**src/nca_pkg.sv**
```systemverilog
package nca_pkg;

    localparam int ACC_BITS     = 38;
    localparam int SQ_MAG_BITS  = ACC_BITS / 2;
    localparam int CFG_W        = 5;
    localparam int CFG_ADDR_W   = 1;
    localparam int CIDX_W       = 4;
    localparam int DIDX_W       = 4;
    localparam int ID_W         = 5;
    localparam int OUT_TDATA_W  = 8;

    localparam logic [ACC_BITS-1:0] ACC_MAX = {ACC_BITS{1'b1}};

    localparam logic [CFG_ADDR_W-1:0] CFG_NUM_CLUSTERS = 1'b0;
    localparam logic [CFG_ADDR_W-1:0] CFG_NUM_DIMS     = 1'b1;

    typedef enum logic {
        ACT_LOAD  = 1'b0,
        ACT_POINT = 1'b1
    } t_action;

endpackage

```
**src/nca_ram.sv**
```systemverilog
module nca_ram #(
    parameter int WIDTH = 16,
    parameter int DEPTH = 256
) (
    input  logic                                   i_clk,
    input  logic                                   i_we,
    input  logic [((DEPTH > 1) ? $clog2(DEPTH) : 1)-1:0] i_waddr,
    input  logic [WIDTH-1:0]                       i_wdata,
    input  logic [((DEPTH > 1) ? $clog2(DEPTH) : 1)-1:0] i_raddr,
    output logic [WIDTH-1:0]                       o_rdata
);

    logic [WIDTH-1:0] r_mem [DEPTH];
    logic [WIDTH-1:0] r_rdata;

    always_ff @(posedge i_clk) begin
        if (i_we) begin
            r_mem[i_waddr] <= i_wdata;
        end
        r_rdata <= r_mem[i_raddr];
    end

    assign o_rdata = r_rdata;

endmodule

```
**src/nearest_centroid_assign.sv**
```systemverilog
// Load beats, and point beats that add nothing and do not end a point, are taken while the block stays idle.
// Any other point beat sweeps the k active clusters through one centroid store read port and a
// three-stage difference, square and accumulate pipeline; no new beat is taken until it is done.
// A last coordinate waits in the final step while an earlier result is still held at the output.
// Synchronous active-low reset sets both counts to 1, empties the output and zeroes the distances.
module nearest_centroid_assign #(
    parameter int MAX_CLUSTERS = 16,
    parameter int MAX_DIMS     = 16,
    parameter int COORD_BITS   = 16
) (
    input  logic                                   i_clk,
    input  logic                                   i_rst_n,
    input  logic                                   i_cfg_we,
    input  logic [nca_pkg::CFG_ADDR_W-1:0]         i_cfg_addr,
    input  logic [nca_pkg::CFG_W-1:0]              i_cfg_data,
    input  logic                                   i_s_tvalid,
    output logic                                   o_s_tready,
    // cluster_index [3:0], dim_index [7:4], coord_value [8 +: COORD_BITS], zero padding
    input  logic [((nca_pkg::CIDX_W + nca_pkg::DIDX_W + COORD_BITS + 7) / 8) * 8 - 1:0] i_s_tdata,
    // action
    input  logic                                   i_s_tuser,
    input  logic                                   i_s_tlast,
    output logic                                   o_m_tvalid,
    input  logic                                   i_m_tready,
    // nearest centroid id [4:0], zero padding
    output logic [nca_pkg::OUT_TDATA_W-1:0]        o_m_tdata
);

    import nca_pkg::*;

    localparam int CI_W     = (MAX_CLUSTERS > 1) ? $clog2(MAX_CLUSTERS) : 1;
    localparam int K_W      = $clog2(MAX_CLUSTERS + 1);
    localparam int DM_W     = $clog2(MAX_DIMS + 1);
    localparam int ST_DEPTH = MAX_CLUSTERS * MAX_DIMS;
    localparam int ST_AW    = (ST_DEPTH > 1) ? $clog2(ST_DEPTH) : 1;
    localparam int DIFF_W   = COORD_BITS + 1;
    localparam int MAG_W    = (DIFF_W > SQ_MAG_BITS + 1) ? DIFF_W : SQ_MAG_BITS + 1;
    localparam int COORD_LO = CIDX_W + DIDX_W;

    typedef enum logic [1:0] {
        ST_IDLE,
        ST_SWEEP,
        ST_FINISH
    } t_state;

    t_state r_state;

    logic [CFG_W-1:0]          r_num_clusters;
    logic [CFG_W-1:0]          r_num_dims;
    logic [K_W-1:0]            k_cnt;
    logic [DM_W-1:0]           dims_cnt;
    logic [CI_W-1:0]           k_last;

    logic [CIDX_W-1:0]         in_cidx;
    logic [DIDX_W-1:0]         in_didx;
    logic [COORD_BITS-1:0]     in_coord;
    t_action                   in_act;
    logic                      accept;
    logic                      in_range;
    logic                      pt_start;

    logic                      st_we;
    logic [ST_AW-1:0]          st_waddr;
    logic [COORD_BITS-1:0]     st_rdata;

    logic [COORD_BITS-1:0]     r_coord;
    logic                      r_add_en;
    logic                      r_last;
    logic [ST_AW-1:0]          r_raddr;
    logic                      r_issue;
    logic [CI_W-1:0]           r_idx;

    logic                      r_v1, r_v2, r_v3;
    logic [CI_W-1:0]           r_i1, r_i2, r_i3;

    logic signed [DIFF_W-1:0]  diff;
    logic [MAG_W-1:0]          mag_ext;
    logic [SQ_MAG_BITS-1:0]    r_mag;
    logic                      r_sat;
    logic [2*SQ_MAG_BITS-1:0]  sq_prod;
    logic [ACC_BITS-1:0]       r_sq;

    logic [ACC_BITS-1:0]       acc_rdata;
    logic [ACC_BITS-1:0]       acc_cur;
    logic [ACC_BITS:0]         acc_sum;
    logic [ACC_BITS-1:0]       acc_new;
    logic [MAX_CLUSTERS-1:0]   r_acc_valid;

    logic [ACC_BITS-1:0]       r_best_dist;
    logic [CI_W-1:0]           r_best_idx;
    logic                      r_out_valid;
    logic [ID_W-1:0]           r_out_id;

    // Configuration registers.
    always_ff @(posedge i_clk) begin
        if (!i_rst_n) begin
            r_num_clusters <= CFG_W'(1);
            r_num_dims     <= CFG_W'(1);
        end else if (i_cfg_we) begin
            unique case (i_cfg_addr)
                CFG_NUM_CLUSTERS: r_num_clusters <= i_cfg_data;
                CFG_NUM_DIMS:     r_num_dims     <= i_cfg_data;
                default: ;
            endcase
        end
    end

    // Counts out of range saturate into 1..MAX.
    always_comb begin
        if (r_num_clusters == '0) begin
            k_cnt = K_W'(1);
        end else if (int'(r_num_clusters) > MAX_CLUSTERS) begin
            k_cnt = K_W'(MAX_CLUSTERS);
        end else begin
            k_cnt = K_W'(r_num_clusters);
        end
        if (r_num_dims == '0) begin
            dims_cnt = DM_W'(1);
        end else if (int'(r_num_dims) > MAX_DIMS) begin
            dims_cnt = DM_W'(MAX_DIMS);
        end else begin
            dims_cnt = DM_W'(r_num_dims);
        end
    end

    assign k_last = CI_W'(k_cnt - K_W'(1));

    assign in_cidx  = i_s_tdata[CIDX_W-1:0];
    assign in_didx  = i_s_tdata[CIDX_W +: DIDX_W];
    assign in_coord = i_s_tdata[COORD_LO +: COORD_BITS];
    assign in_act   = t_action'(i_s_tuser);

    assign o_s_tready = (r_state == ST_IDLE);
    assign accept     = i_s_tvalid && o_s_tready;
    assign in_range   = (int'(in_didx) < int'(dims_cnt));
    assign pt_start   = accept && (in_act == ACT_POINT) && (in_range || i_s_tlast);

    assign st_we    = accept && (in_act == ACT_LOAD) && (int'(in_cidx) < MAX_CLUSTERS)
                      && (int'(in_didx) < MAX_DIMS);
    assign st_waddr = ST_AW'(int'(in_cidx) * MAX_DIMS) + ST_AW'(in_didx);

    nca_ram #(
        .WIDTH (COORD_BITS),
        .DEPTH (ST_DEPTH)
    ) u_centroid_ram (
        .i_clk   (i_clk),
        .i_we    (st_we),
        .i_waddr (st_waddr),
        .i_wdata (in_coord),
        .i_raddr (r_raddr),
        .o_rdata (st_rdata)
    );

    // Stage 1: centroid word is on the read port; take the magnitude of the difference.
    always_comb begin
        diff    = DIFF_W'($signed(st_rdata)) - DIFF_W'($signed(r_coord));
        mag_ext = MAG_W'(diff[DIFF_W-1] ? -diff : diff);
    end

    // Stage 2: square.
    assign sq_prod = r_mag * r_mag;

    // Stage 3: accumulator word is on its read port; add with saturation.
    always_comb begin
        acc_cur = r_acc_valid[r_i3] ? acc_rdata : '0;
        acc_sum = {1'b0, acc_cur} + {1'b0, (r_add_en ? r_sq : ACC_BITS'(0))};
        acc_new = acc_sum[ACC_BITS] ? ACC_MAX : acc_sum[ACC_BITS-1:0];
    end

    nca_ram #(
        .WIDTH (ACC_BITS),
        .DEPTH (MAX_CLUSTERS)
    ) u_acc_ram (
        .i_clk   (i_clk),
        .i_we    (r_v3),
        .i_waddr (r_i3),
        .i_wdata (acc_new),
        .i_raddr (r_i2),
        .o_rdata (acc_rdata)
    );

    // Datapath registers.
    always_ff @(posedge i_clk) begin
        if (pt_start) begin
            r_coord  <= in_coord;
            r_add_en <= in_range;
            r_last   <= i_s_tlast;
            r_raddr  <= ST_AW'(in_didx);
        end else if (r_issue) begin
            r_raddr  <= r_raddr + ST_AW'(MAX_DIMS);
        end
        r_i1  <= r_idx;
        r_i2  <= r_i1;
        r_i3  <= r_i2;
        r_mag <= mag_ext[SQ_MAG_BITS-1:0];
        r_sat <= |mag_ext[MAG_W-1:SQ_MAG_BITS];
        r_sq  <= r_sat ? ACC_MAX : sq_prod;
        if (r_v3 && ((r_i3 == '0) || (acc_new < r_best_dist))) begin
            r_best_dist <= acc_new;
            r_best_idx  <= r_i3;
        end
    end

    always_ff @(posedge i_clk) begin
        if (!i_rst_n) begin
            r_v1 <= 1'b0;
            r_v2 <= 1'b0;
            r_v3 <= 1'b0;
        end else begin
            r_v1 <= r_issue;
            r_v2 <= r_v1;
            r_v3 <= r_v2;
        end
    end

    always_ff @(posedge i_clk) begin
        if (!i_rst_n) begin
            r_state     <= ST_IDLE;
            r_issue     <= 1'b0;
            r_idx       <= '0;
            r_acc_valid <= '0;
            r_out_valid <= 1'b0;
            r_out_id    <= '0;
        end else begin
            if (r_out_valid && i_m_tready && !((r_state == ST_FINISH) && r_last)) begin
                r_out_valid <= 1'b0;
            end
            unique case (r_state)
                ST_IDLE: begin
                    if (pt_start) begin
                        r_state <= ST_SWEEP;
                        r_issue <= 1'b1;
                        r_idx   <= '0;
                    end
                end
                ST_SWEEP: begin
                    if (r_issue) begin
                        if (r_idx == k_last) begin
                            r_issue <= 1'b0;
                        end else begin
                            r_idx <= r_idx + CI_W'(1);
                        end
                    end
                    if (r_v3) begin
                        r_acc_valid[r_i3] <= 1'b1;
                        if (r_i3 == k_last) begin
                            r_state <= ST_FINISH;
                        end
                    end
                end
                ST_FINISH: begin
                    if (!r_last) begin
                        r_state <= ST_IDLE;
                    end else if (!r_out_valid || i_m_tready) begin
                        r_out_valid <= 1'b1;
                        r_out_id    <= ID_W'(r_best_idx) + ID_W'(1);
                        r_acc_valid <= '0;
                        r_state     <= ST_IDLE;
                    end
                end
                default: r_state <= ST_IDLE;
            endcase
        end
    end

    assign o_m_tvalid = r_out_valid;
    assign o_m_tdata  = {{(OUT_TDATA_W - ID_W){1'b0}}, r_out_id};

endmodule

```
**config.mk**
```make
export PLATFORM = sky130hd
export DESIGN_NAME = nearest_centroid_assign
export DESIGN_NICKNAME = d
export VERILOG_FILES = /design/src/nca_pkg.sv /design/src/nca_ram.sv /design/src/nearest_centroid_assign.sv
export SDC_FILE = /design/constraint.sdc
export NUM_CORES = 2
export LEC_CHECK = 0
export BUFFER_PORTS_ARGS = -buffer_cell sky130_fd_sc_hd__buf_2
export CORE_MARGIN = 2
export CORE_UTILIZATION = 40
export CTS_CLUSTER_DIAMETER = 120
export DETAILED_ROUTE_END_ITERATION = 7
export PLACE_DENSITY_LB_ADDON = 0.2
export SYNTH_ARGS = -nofsm -noshare
export SYNTH_HDL_FRONTEND = slang
export SYNTH_HIERARCHICAL = 1
export SYNTH_MEMORY_MAX_BITS = 65536
export SYNTH_SLANG_ARGS = --single-unit
```
**constraint.sdc**
```tcl
create_clock -name i_clk -period 7.3 [get_ports i_clk]
set_input_delay 0.73 -clock i_clk [delete_from_list [all_inputs] [get_ports i_clk]]
set_output_delay 0.73 -clock i_clk [all_outputs]
set_load 0.02 [all_outputs]
```
==> metrics.md <==
| Metric | Value |
|---|---|
| Fin cells | about 18k |
| Slowest-stage cell, CP | o21ai_1 |
| Clk_skew | about 0.045 ns |
| Largest net degree at the start of global routing | about 190 |
| DPL Wire Length | around 330000 um |
| Largest delay share family, worst path | compound AO/OA/AOI/OAI gates |
| Mapped Cells | between 10k and 15k |
| Drc violations | 0 |
| Initial antenna violation count | 34 |
| Crit. End Element | flop |
| Max clock buf depth | 4 |
| Total wire length | 554000 um |
| Yosys cell types | between 80 and 90 |
| Critical-path maximum fanout | 36 |
| Global route hottest layer | met2 |
| Synth Register Bits | slightly below 5k |
| Die height | 716 um |
| Sum Neg Setup Slack | 0 ns |
| R2R setup slack | ~0.4 ns |
| M3 GR Usage | under 10% |
| Tmin final | roughly 6.9 ns |
| Grt total ovfl | 0 |
| Antenna Violating Nets Remaining | 0 |
| GPL Wtd Cong | 0.863 |
| Count of final setup violators | 0 |
| Avg WL per Cell | just over 30 um |
| Max Cap Viol | 0 |
| DR pass1 iterations | 5 |
| Post-synth EDFFs | between 4k and 5k |
| R2r worst-path depth | 18 |
| Asr flop ratio synth | 0% |
| Met1 Use GR | 29.5% |
| Initial DRC Count | roughly 11k |
| Measured slew at the worst slew-check pin | 1.36 ns |
| Main flop type after synthesis | edfxtp_1 |
| Crit share post-route | 94.5% |
| Synthesis-to-finish area growth | 13.2% |
| Critical path class | reg2reg |
| Post-placement cell count | between 15k and 20k |
| VDD IR max | roughly 3.0 mV |
| Pins Over Slew Limit | 0 |
| Maximum clock rate | between 100 and 150 MHz |
| Vias in the first global route | about 110k |
| Hold Vio Cnt, Final | 0 |
| Buf/Inv on CP | 2 |
| Met2 track utilization from global routing | a little over a third |
| Routed vias/inst | about 5.8 |
| Most frequent cells in the layout | edfxtp_1 (4768), mux4_2 (954), mux2i_1 (577) |
| Std-Cell Rows | 261 |
| Hold_sp | i_s_tdata[20] |
| Status | finished, final reports clean |
| RR Endpoint | r_best_dist[19]$_DFFE_PP_ |
| Place WS | -0.242 ns |
| Clk sinks | between 4k and 5k |
| NumNets Final | 11.6k |
| RR Startpoint | r_i3[0]$_DFF_P_ |
| Rel. slew slack | 9.11% |
| RSZ-0062 raised after global routing | no |
| Final design utilization | about 45% |
| GRT Resource Usage Total | between 20% and 30% |
| Clock insertion delay at the later pin of the skew report | ~1.1 ns |
| Die Footprint | between 500000 and 600000 um2 |
| IO Port Bufs | 43 |
| Fill count | about 42k |
| CTS tree | built |
| Layout cell share with drive strength beyond 1 | a little over a fifth |
| Sequential element share of the synthesized area | approximately 72% |
| # IOs | 47 |
| PD cells | about 470 nW/um2 |
| First-pass GRT wire length | approximately 790000 um |
| Critical path arrival | between 7 and 8 ns |
| Yosys warning count | 6 |
| Clk slew on worst S/H paths | roughly 0.060 ns |
| Pleak | 76.0 nW |
| Initial Utilization | about two fifths |
| Max stage delay on crit path | around 0.86 ns |
| Chip width | a little over 700 um |
| CP Cell Sequence | mux4_2 -> mux4_2 -> buf_4 -> and2_1 -> ha_1 -> a211o_1 -> a21oi_1 -> o21bai_1 -> a211o_1 -> o211a_1 -> o211ai_2 -> nand4b_4 -> nand2_8 -> buf_4 -> nand2_1 -> ha_1 -> o21ai_1 -> o31a_4 |
| Syn_area_per_cell | ~19 um2 |
| Endpoint of the worst hold path | u_centroid_ram/r_mem[228][12]$_DFFE_PP_ |
| Synthesized area | approximately 200000 um2 |
| Crit path launch type | flop |
| Commonest non-fill, non-tap cell in the layout | edfxtp_1 |
| Core box area | a little over 500000 um2 |
| Crit path required time | 8.04 ns |
| Hold crit path type | in2reg |
| Vias | about 100k |
| TritonCTS Buffers | 534 |
| Final worst setup slack | 0.404 ns |
| H-tree depth | 6 |
| WHS Path Cells | 1 |
| Root Buffer | clkbuf_16 |
-- worst reg2reg max path: stages (launching register included) --
cell	delay (ns)
dfxtp_4	0.42
mux4_2	0.53
mux4_2	0.55
buf_4	0.28
and2_1	0.21
ha_1	0.33
a211o_1	0.31
a21oi_1	0.20
o21bai_1	0.11
a211o_1	0.39
o211a_1	0.29
o211ai_2	0.25
nand4b_4	0.20
nand2_8	0.19
buf_4	0.21
nand2_1	0.44
ha_1	0.48
o21ai_1	0.86
o31a_4	0.39
-- worst max path at each step --
stage                                      endpoint            start  slack (ns)  depth (start not counted)
after global placement      r_best_idx[3]$_DFFE_PP_  r_i3[0]$_DFF_P_       -0.39                         27
after detailed placement    r_best_idx[1]$_DFFE_PP_  r_i3[0]$_DFF_P_       -0.24                         25
after global routing      r_best_dist[22]$_DFFE_PP_  r_i3[0]$_DFF_P_        0.02                         26
after CTS                  r_best_dist[2]$_DFFE_PP_  r_i3[0]$_DFF_P_        0.04                         25
final                     r_best_dist[19]$_DFFE_PP_  r_i3[0]$_DFF_P_        0.40                         18
after floorplan            r_best_dist[0]$_DFFE_PP_  r_i3[0]$_DFF_P_        0.05                         29
-- sequential cells by signal (all words and copies together) (netlist names), 2 cells and up --
register and flops:
r_i3 4, r_coord 16, r_acc_valid 16, r_idx 4, r_i2 4, u_acc_ram/o_rdata 38, r_out_id 5, r_best_dist 38
r_state 2, u_acc_ram/r_mem 608, r_sq 38, r_num_clusters 5, r_i1 4, r_mag 19, r_best_idx 4, u_centroid_ram/r_mem 4096
r_num_dims 5, u_centroid_ram/o_rdata 16, r_raddr 8
-- through the flow --
| stage | hold slack [ns] | cell area [um2] | power (mW) |
|---|---|---|---|
| floorplan | 0.310 | 203000 | 73.1 |
| global placement | 0.316 | 213000 | 83.6 |
| detailed placement | 0.312 | 213000 | 83.7 |
| CTS | 0.0687 | 229000 | 109 |
| global route | 0.104 | 230000 | 115 |
| finish | 0.141 | 230000 | 108 |
-- kinds of logic after synthesis --
| kind of cell | after synthesis | synth area share [%] |
|---|---|---|
| multiplexers | 1620 | 13.9 |
| AO/OA/AOI/OAI | 1212 | 4.18 |
| other | 1 | 0.00185 |
| XOR/XNOR | 97 | 0.419 |
| buffers and inverters | 1000 | 2.39 |
| AND/OR/NAND/NOR | 1267 | 2.99 |
| adder cells (fa/ha/maj) | 471 | 3.83 |
| flip-flops | 4938 | 72.3 |
-- report_power, final --
group          switching [mW]  internal (mW)  leakage, nW  total, mW
Combinational            29.7           20.7         23.7       50.4
Clock                    11.0           14.5         7.97       25.6
Sequential              0.335           31.8         44.3       32.1
Total                    41.1           67.0         76.0        108
-- area by class of cell --
| cell class | instances | area (um2) | share of cell area, % |
|---|---|---|---|
| Antenna cell | 18 | 45.0 | 0.0196 |
| Clock buffer | 669 | 14100 | 6.14 |
| Sequential cell | 4938 | 147000 | 63.8 |
| Clock inverter | 265 | 2280 | 0.991 |
| Multi-Input combinational cell | 4679 | 52100 | 22.7 |
| Inverter | 438 | 1660 | 0.722 |
| Tap cell | 6706 | 8390 | 3.65 |
| Timing Repair Buffer | 506 | 4410 | 1.92 |
-- what timing repair did --
action	in CTS	in global routing
endpoints found under the hold margin	12	0
setup buffers	0	4
resized for setup	2	16
endpoints found under the setup margin	42	46
cloned	1	5
pin swaps	0	2
hold buffers	12	0
-- cell usage after synthesis, types with 170 or more instances --
cell type	count	area [um2]
fa_1	250	5000
o221ai_1	253	2220
nor2_1	435	1630
edfxtp_1	4768	143000
mux4_2	954	21500
inv_1	436	1640
clkbuf_1	306	1150
dfxtp_1	170	3400
nand2_1	256	961
ha_1	221	2770
mux2i_1	577	5780
a21oi_1	276	1380
-- per-layer routing --
| layer | up-vias | wire [um] |
|---|---|---|
| met5 | - | 84 |
| met4 | 10 | 17400 |
| met3 | 795 | 37100 |
| met2 | 3879 | 266000 |
| met1 | 56400 | 233000 |
| li1 | 43800 | - |
Power figures use the tool's default switching activity.
